### config.mk
export PLATFORM = sky130hd
export DESIGN_NAME = mau_ctrl
export DESIGN_NICKNAME = d
export VERILOG_FILES = /design/src/rtl/mau_pkg.sv /design/src/rtl/mau_ctrl.sv
export SDC_FILE = /design/constraint.sdc
export NUM_CORES = 1
export LEC_CHECK = 0
export BUFFER_PORTS_ARGS = -buffer_cell sky130_fd_sc_hd__buf_2
export CAP_MARGIN = 20
export CORE_AREA = 5 5 76 78
export CTS_CLUSTER_SIZE = 10
export DETAILED_ROUTE_END_ITERATION = 12
export DIE_AREA = 0 0 81 83
export GPL_ROUTABILITY_DRIVEN = 0
export PLACE_DENSITY_LB_ADDON = 0.1
export SYNTH_ARGS = -nofsm -noshare
export SYNTH_HDL_FRONTEND = slang
export SYNTH_SLANG_ARGS = --single-unit
### constraint.sdc
create_clock -name clk_i -period 2.09 [get_ports clk_i]
set_input_delay 0.418 -clock clk_i [delete_from_list [all_inputs] [get_ports clk_i]]
set_output_delay 0.418 -clock clk_i [all_outputs]
set_load 0.05 [all_outputs]
### src/rtl/mau_pkg.sv
// ----------------------------------------------------------------------------
// Modular arithmetic unit package
// Shared widths, opcodes, reset values and the command and status bundles
// that pass between the controller and the datapath.
// ----------------------------------------------------------------------------
package mau_pkg;

  // Fixed field widths of the item and configuration ports.
  localparam int FIELD_W   = 31;
  localparam int OPC_W     = 4;
  localparam int WIDE_W    = 64;
  localparam int MUL_W     = 32;
  localparam int CFG_IDX_W = 1;
  localparam int CFG_W     = 64;

  // Configuration register indexes.
  localparam logic [CFG_IDX_W-1:0] CFG_MODULUS = 1'b0;
  localparam logic [CFG_IDX_W-1:0] CFG_BARRETT = 1'b1;

  // Register values after reset.
  localparam logic [FIELD_W-1:0] MODULUS_RST = 31'd1000000007;
  localparam logic [CFG_W-1:0]   BARRETT_RST = 64'd18446743944;

  typedef enum logic [OPC_W-1:0] {
    OP_REDUCE = 4'd0,
    OP_ADD    = 4'd1,
    OP_SUB    = 4'd2,
    OP_MUL    = 4'd3,
    OP_DIV    = 4'd4,
    OP_NEG    = 4'd5,
    OP_INC    = 4'd6,
    OP_DEC    = 4'd7,
    OP_INV    = 4'd8,
    OP_POW    = 4'd9
  } op_e;

  // Operand selection for the shared divider.
  typedef enum logic [1:0] {
    DIV_SRC_A,
    DIV_SRC_B,
    DIV_SRC_WIDE,
    DIV_SRC_EUC
  } div_src_e;

  // Source of the result register.
  typedef enum logic [2:0] {
    RES_ZERO,
    RES_ALU,
    RES_WRED,
    RES_INV,
    RES_MM,
    RES_ACC
  } res_src_e;

  // Operand pair of a modular multiplication.
  typedef enum logic [1:0] {
    MM_SRC_AB,
    MM_SRC_AINV,
    MM_SRC_ACCB,
    MM_SRC_BB
  } mm_src_e;

  // Steps of one Barrett modular multiplication.
  typedef enum logic [3:0] {
    MM_NONE,
    MM_P0,
    MM_X,
    MM_L0,
    MM_L1,
    MM_L2,
    MM_L3,
    MM_L4,
    MM_Q0,
    MM_Q1,
    MM_Q2,
    MM_FIN
  } mm_step_e;

  typedef struct packed {
    logic     ld_in;
    logic     div_start;
    div_src_e div_src;
    logic     ld_a;
    logic     ld_b;
    logic     res_ld;
    res_src_e res_src;
    logic     inv_init;
    logic     inv_src_b;
    logic     inv_mul;
    logic     inv_upd;
    logic     inv_fin;
    mm_step_e mm_step;
    mm_src_e  mm_src;
    logic     pow_init;
    logic     ld_base_inv;
    logic     ld_acc_mm;
    logic     ld_base_mm;
    logic     e_shift;
    logic     out_ld;
  } cmd_t;

  typedef struct packed {
    op_e  op;
    logic m_zero;
    logic div_busy;
    logic r_zero;
    logic e_zero;
    logic e_lsb;
    logic wide_neg;
    logic out_free;
  } sts_t;

endpackage

### src/rtl/mau_ctrl.sv
// ----------------------------------------------------------------------------
// Modular arithmetic controller
// Sequences operand reduction, the operation, the Euclid loop, the Barrett
// multiplication steps and the power loop, then hands the beat to the
// output register.
// ----------------------------------------------------------------------------
module mau_ctrl import mau_pkg::*; (
  input  logic clk_i,
  input  logic rst_ni,
  input  logic in_valid_i,
  output logic in_ready_o,
  input  sts_t sts_i,
  output cmd_t cmd_o
);

  typedef enum logic [4:0] {
    S_IDLE, S_CHK, S_DA, S_DB, S_DISP, S_DW,
    S_IDIV, S_IWAIT, S_IUPD, S_IFIN, S_IRET,
    S_PCHK, S_PSH, S_PSQ,
    S_MP0, S_MX, S_ML0, S_ML1, S_ML2, S_ML3, S_ML4,
    S_MQ0, S_MQ1, S_MQ2, S_MFIN, S_MRET,
    S_FINISH
  } state_e;

  typedef enum logic [1:0] {
    RET_RES,
    RET_ACC,
    RET_BASE
  } ret_e;

  state_e  state_q, state_d;
  mm_src_e mm_src_q, mm_src_d;
  ret_e    ret_q, ret_d;

  // Next state and command decode.
  always_comb begin
    state_d  = state_q;
    mm_src_d = mm_src_q;
    ret_d    = ret_q;
    cmd_o    = '0;
    cmd_o.mm_src = mm_src_q;
    case (state_q)
      S_IDLE: begin
        cmd_o.ld_in = in_valid_i;
        if (in_valid_i) state_d = S_CHK;
      end
      S_CHK: begin
        if (sts_i.m_zero) begin
          cmd_o.res_ld  = 1'b1;
          cmd_o.res_src = RES_ZERO;
          state_d       = S_FINISH;
        end else begin
          cmd_o.div_start = 1'b1;
          cmd_o.div_src   = DIV_SRC_A;
          state_d         = S_DA;
        end
      end
      S_DA: begin
        cmd_o.div_src = DIV_SRC_A;
        if (!sts_i.div_busy) begin
          cmd_o.ld_a      = 1'b1;
          cmd_o.div_start = 1'b1;
          cmd_o.div_src   = DIV_SRC_B;
          state_d         = S_DB;
        end
      end
      S_DB: begin
        if (!sts_i.div_busy) begin
          cmd_o.ld_b = 1'b1;
          state_d    = S_DISP;
        end
      end
      S_DISP: begin
        case (sts_i.op)
          OP_REDUCE: begin
            cmd_o.div_start = 1'b1;
            cmd_o.div_src   = DIV_SRC_WIDE;
            state_d         = S_DW;
          end
          OP_ADD, OP_SUB, OP_NEG, OP_INC, OP_DEC: begin
            cmd_o.res_ld  = 1'b1;
            cmd_o.res_src = RES_ALU;
            state_d       = S_FINISH;
          end
          OP_MUL: begin
            mm_src_d = MM_SRC_AB;
            ret_d    = RET_RES;
            state_d  = S_MP0;
          end
          OP_DIV: begin
            cmd_o.inv_init  = 1'b1;
            cmd_o.inv_src_b = 1'b1;
            state_d         = S_IDIV;
          end
          OP_INV: begin
            cmd_o.inv_init = 1'b1;
            state_d        = S_IDIV;
          end
          OP_POW: begin
            cmd_o.pow_init = 1'b1;
            if (sts_i.wide_neg) begin
              cmd_o.inv_init = 1'b1;
              state_d        = S_IDIV;
            end else begin
              state_d = S_PCHK;
            end
          end
          default: begin
            cmd_o.res_ld  = 1'b1;
            cmd_o.res_src = RES_ZERO;
            state_d       = S_FINISH;
          end
        endcase
      end
      S_DW: begin
        if (!sts_i.div_busy) begin
          cmd_o.res_ld  = 1'b1;
          cmd_o.res_src = RES_WRED;
          state_d       = S_FINISH;
        end
      end
      // Euclid loop: divide, multiply the quotient, update coefficients.
      S_IDIV: begin
        if (sts_i.r_zero) begin
          state_d = S_IFIN;
        end else begin
          cmd_o.div_start = 1'b1;
          cmd_o.div_src   = DIV_SRC_EUC;
          state_d         = S_IWAIT;
        end
      end
      S_IWAIT: begin
        if (!sts_i.div_busy) begin
          cmd_o.inv_mul = 1'b1;
          state_d       = S_IUPD;
        end
      end
      S_IUPD: begin
        cmd_o.inv_upd = 1'b1;
        state_d       = S_IDIV;
      end
      S_IFIN: begin
        cmd_o.inv_fin = 1'b1;
        state_d       = S_IRET;
      end
      S_IRET: begin
        case (sts_i.op)
          OP_DIV: begin
            mm_src_d = MM_SRC_AINV;
            ret_d    = RET_RES;
            state_d  = S_MP0;
          end
          OP_POW: begin
            cmd_o.ld_base_inv = 1'b1;
            state_d           = S_PCHK;
          end
          default: begin
            cmd_o.res_ld  = 1'b1;
            cmd_o.res_src = RES_INV;
            state_d       = S_FINISH;
          end
        endcase
      end
      // Square-and-multiply over the exponent bits.
      S_PCHK: begin
        if (sts_i.e_zero) begin
          cmd_o.res_ld  = 1'b1;
          cmd_o.res_src = RES_ACC;
          state_d       = S_FINISH;
        end else if (sts_i.e_lsb) begin
          mm_src_d = MM_SRC_ACCB;
          ret_d    = RET_ACC;
          state_d  = S_MP0;
        end else begin
          state_d = S_PSH;
        end
      end
      S_PSH: begin
        cmd_o.e_shift = 1'b1;
        state_d       = S_PSQ;
      end
      S_PSQ: begin
        if (sts_i.e_zero) begin
          state_d = S_PCHK;
        end else begin
          mm_src_d = MM_SRC_BB;
          ret_d    = RET_BASE;
          state_d  = S_MP0;
        end
      end
      // Barrett modular multiplication steps.
      S_MP0:  begin cmd_o.mm_step = MM_P0;  state_d = S_MX;   end
      S_MX:   begin cmd_o.mm_step = MM_X;   state_d = S_ML0;  end
      S_ML0:  begin cmd_o.mm_step = MM_L0;  state_d = S_ML1;  end
      S_ML1:  begin cmd_o.mm_step = MM_L1;  state_d = S_ML2;  end
      S_ML2:  begin cmd_o.mm_step = MM_L2;  state_d = S_ML3;  end
      S_ML3:  begin cmd_o.mm_step = MM_L3;  state_d = S_ML4;  end
      S_ML4:  begin cmd_o.mm_step = MM_L4;  state_d = S_MQ0;  end
      S_MQ0:  begin cmd_o.mm_step = MM_Q0;  state_d = S_MQ1;  end
      S_MQ1:  begin cmd_o.mm_step = MM_Q1;  state_d = S_MQ2;  end
      S_MQ2:  begin cmd_o.mm_step = MM_Q2;  state_d = S_MFIN; end
      S_MFIN: begin cmd_o.mm_step = MM_FIN; state_d = S_MRET; end
      S_MRET: begin
        case (ret_q)
          RET_ACC: begin
            cmd_o.ld_acc_mm = 1'b1;
            state_d         = S_PSH;
          end
          RET_BASE: begin
            cmd_o.ld_base_mm = 1'b1;
            state_d          = S_PCHK;
          end
          default: begin
            cmd_o.res_ld  = 1'b1;
            cmd_o.res_src = RES_MM;
            state_d       = S_FINISH;
          end
        endcase
      end
      S_FINISH: begin
        if (sts_i.out_free) begin
          cmd_o.out_ld = 1'b1;
          state_d      = S_IDLE;
        end
      end
      default: state_d = S_IDLE;
    endcase
  end

  // State and sequencing registers.
  always_ff @(posedge clk_i or negedge rst_ni) begin
    if (!rst_ni) begin
      state_q  <= S_IDLE;
      mm_src_q <= MM_SRC_AB;
      ret_q    <= RET_RES;
    end else begin
      state_q  <= state_d;
      mm_src_q <= mm_src_d;
      ret_q    <= ret_d;
    end
  end

  assign in_ready_o = state_q == S_IDLE;

endmodule

==> results.ini <==
[sta]
setup_viol = 7
slew_viol_final = 0
fin_crit_ns = 2.30
grt_setup_unrepaired = true
tns_ns = -0.578
max_freq_mhz = 434
fin_skew_ns = 0.00284
finalCritPeriodShare_pct = 110
hold_viol = 0
fin_ws_ns = -0.212
relSlewSlack_pct = 63.9
whs_ns = 0.0314
worst_pin_slew_ns = 0.535

[worst_setup_path]
cp.required_ns = 1.67
cpMaxStageDelayCell = dfrtp_2
worstSetupPathType = flip-flop to output pin
cp_data_arrival_time_ns = 1.88
cp-end-kind = output pin
critPathTopFamily = simple AND/OR/NAND/NOR gates
startpoint_type = flip-flop
critPathBufInv = 2
crit_chain = buf_8, nor2b_1, o211a_1, or3_4, buf_4
cpPeakStageDelay_ns = 0.47
worstPathMaxFanout = 24

[detailed_routing]
wire_per_inst_um = 16.3
drtIter0Drc = 126
viasPerCell = 5.18
drt.antenna.violating_nets = 0
drt_pass1_iterations = 4
drc = 0
vias = 1834
drt-total-wl_mm = 5.76

[clock_tree]
numCtsBuffers = 3
cts_sinks = 9
postCtsHoldBufs = 0
insertion_delay_ns = 0.23
htreeDepth = 1
clk_pin_slew_ns = 0.04
cts-root-buf = clkbuf_8
cts_buffer_depth = 2
cts_tree = built

[floorplanning]
dieArea_um2 = 6720
die_h_um = 83
io_pins = 42
initial_core_util_pct = 29.1
row_count = 26
die_w_um = 81
core_area_um2 = 5010

[synth]
avgSynthCellArea_um2 = 7.22
ys_top_cells_by_area = dfrtp_1 15%, nor2_1 6.7%, buf_2 4.1%
synth_top_area_share_pct = 15.5
yosys-top-cells-count = 26 x nor2_1, 15 x nand2_1, 12 x buf_2
ys_types = 60
ys_warn_count = 0
yosysSeqAreaShare_pct = 15.5
syn_nets = 220
ys_ff_latch = 9
yosys.cell_count.top_type = nor2_1
synth_edf_count = 0
synth-main-ff-cell = dfrtp_1
synth_area_um2 = 1460
syn_inst = 202
yosys.area.top_type = dfrtp_1
async_reset_ff_share_pct = 100

[grt]
use_met2_pct = 27.2
grt_max_degree = 26
grt_pass1_wl_mm = 9.26
busiest_layer = met2
antenna_found_initial = 0
grt_pass1_vias = 1826
grtUsageMet1_pct = 24.2
gr-total-overflow = 0
met3_usage_pct = 3.14
grt_usage_pct = 17.1

[outcome]
status = complete, but fails checks
failed_checks = negative setup slack

[placed_design]
dp.cells = 344
place_ws_ns = -0.222
dp_hpwl_mm = 4.55
port_buffers = 41

[final_layout]
diodes = 0
final_nets = 303
instances_no_fill = 354
drive_gt1_share_pct = 53.2
syn2layout_area_growth_pct = 71.2

[power]
powerDensity_nw_per_um2 = 1310
p_leak_uw = 0.00109
power_uw = 3260
vdd_ir_drop_max_v = 0.000482

[min_path]
hold_class = input pin to async pin

[job]
cap_violations = 0

flip-flops by register name, summed over array words and instances, names as in the netlist:
name / count
mm_src_q: 2
state_q: 5
ret_q: 2
routing by layer:
metal / share of wire [%] / wire (um) / vias to the layer above
met4: 0.89 / 51 / 0
met3: 5.3 / 308 / 6
met5: 0 / 0 / -
met1: 44 / 2530 / 866
met2: 50 / 2870 / 59
li1: - / - / 903
area by class of cell:
| type | count | area, um2 |
|---|---|---|
| fill | 509 | 2510 |
| multi-input combinational | 165 | 1320 |
| timing repair buffer | 98 | 787 |
| tap | 70 | 87.6 |
| clock buffer | 4 | 45.0 |
| sequential | 9 | 229 |
| inverter | 8 | 30.0 |
where the power goes:
part / internal (uW) / switching, uW
combinational: 1170 / 1550
clock: 132 / 62.9
sequential: 252 / 95.0
total: 1550 / 1710
per-stage QoR:
stage,instance area (um2),util [%]
floorplan,1560,-
global placement,2120,42.3
detailed placement,2120,42.3
CTS,2310,46.1
global route,2500,49.8
finish,2500,49.8
cell usage in the layout, fill, tap and decap left out, types with 3 or more instances in the layout:
cell and n:
nor2_4 4, buf_4 52, ha_1 4, nand2_1 14, a31oi_1 7, nor3_1 3
and3_1 3, nand3_1 5, inv_1 6, a211oi_1 3, clkbuf_4 3, mux2i_1 3
nor2b_1 7, a21oi_1 8, dfrtp_2 3, o21ai_0 8, buf_6 15, buf_2 22
dfrtp_1 6, nand2b_1 5, nor3_2 8, nor2_1 18, buf_8 5, nor2_2 4
nor3_4 3, clkbuf_8 3
what timing repair did:
item,4_1_cts,5_1_grt
pin swaps,2,8
buffers inserted,5,2
resized for setup,36,44
setup endpoints to repair,21,26
logic make-up (layout without fill, tap and decap cells):
group                      count (synthesis)  in the layout  synth area share [%]
and+or+nand+nor                          100            100                  38.3
AOI/OAI and AO/OA                         52             52                  26.1
buffers and inverters                     28            110                  10.4
DFF                                        9              9                  15.5
muxes                                      7              7                  5.15
adders and majority gates                  4              4                  3.43
xor gates and xnor gates                   2              2                  1.20
final timing paths:
check	to	start	cells past startpoint	slack [ns]
setup / recovery	cmd_o[25]	state_q[1]$_DFFE_PN0P_	5	-0.21
hold / removal	mm_src_q[0]$_DFFE_PN0P_	rst_ni	1	0.03
setup reg to reg	state_q[0]$_DFFE_PN0P_	state_q[4]$_DFFE_PN0P_	7	-0.06
hold reg to reg	mm_src_q[0]$_DFFE_PN0P_	mm_src_q[0]$_DFFE_PN0P_	1	0.49
max in group asynchronous	state_q[1]$_DFFE_PN0P_	rst_ni	1	1.86
min in group clk_i	mm_src_q[0]$_DFFE_PN0P_	mm_src_q[0]$_DFFE_PN0P_	1	0.49
No activity file was read; power rests on OpenSTA's default activity.
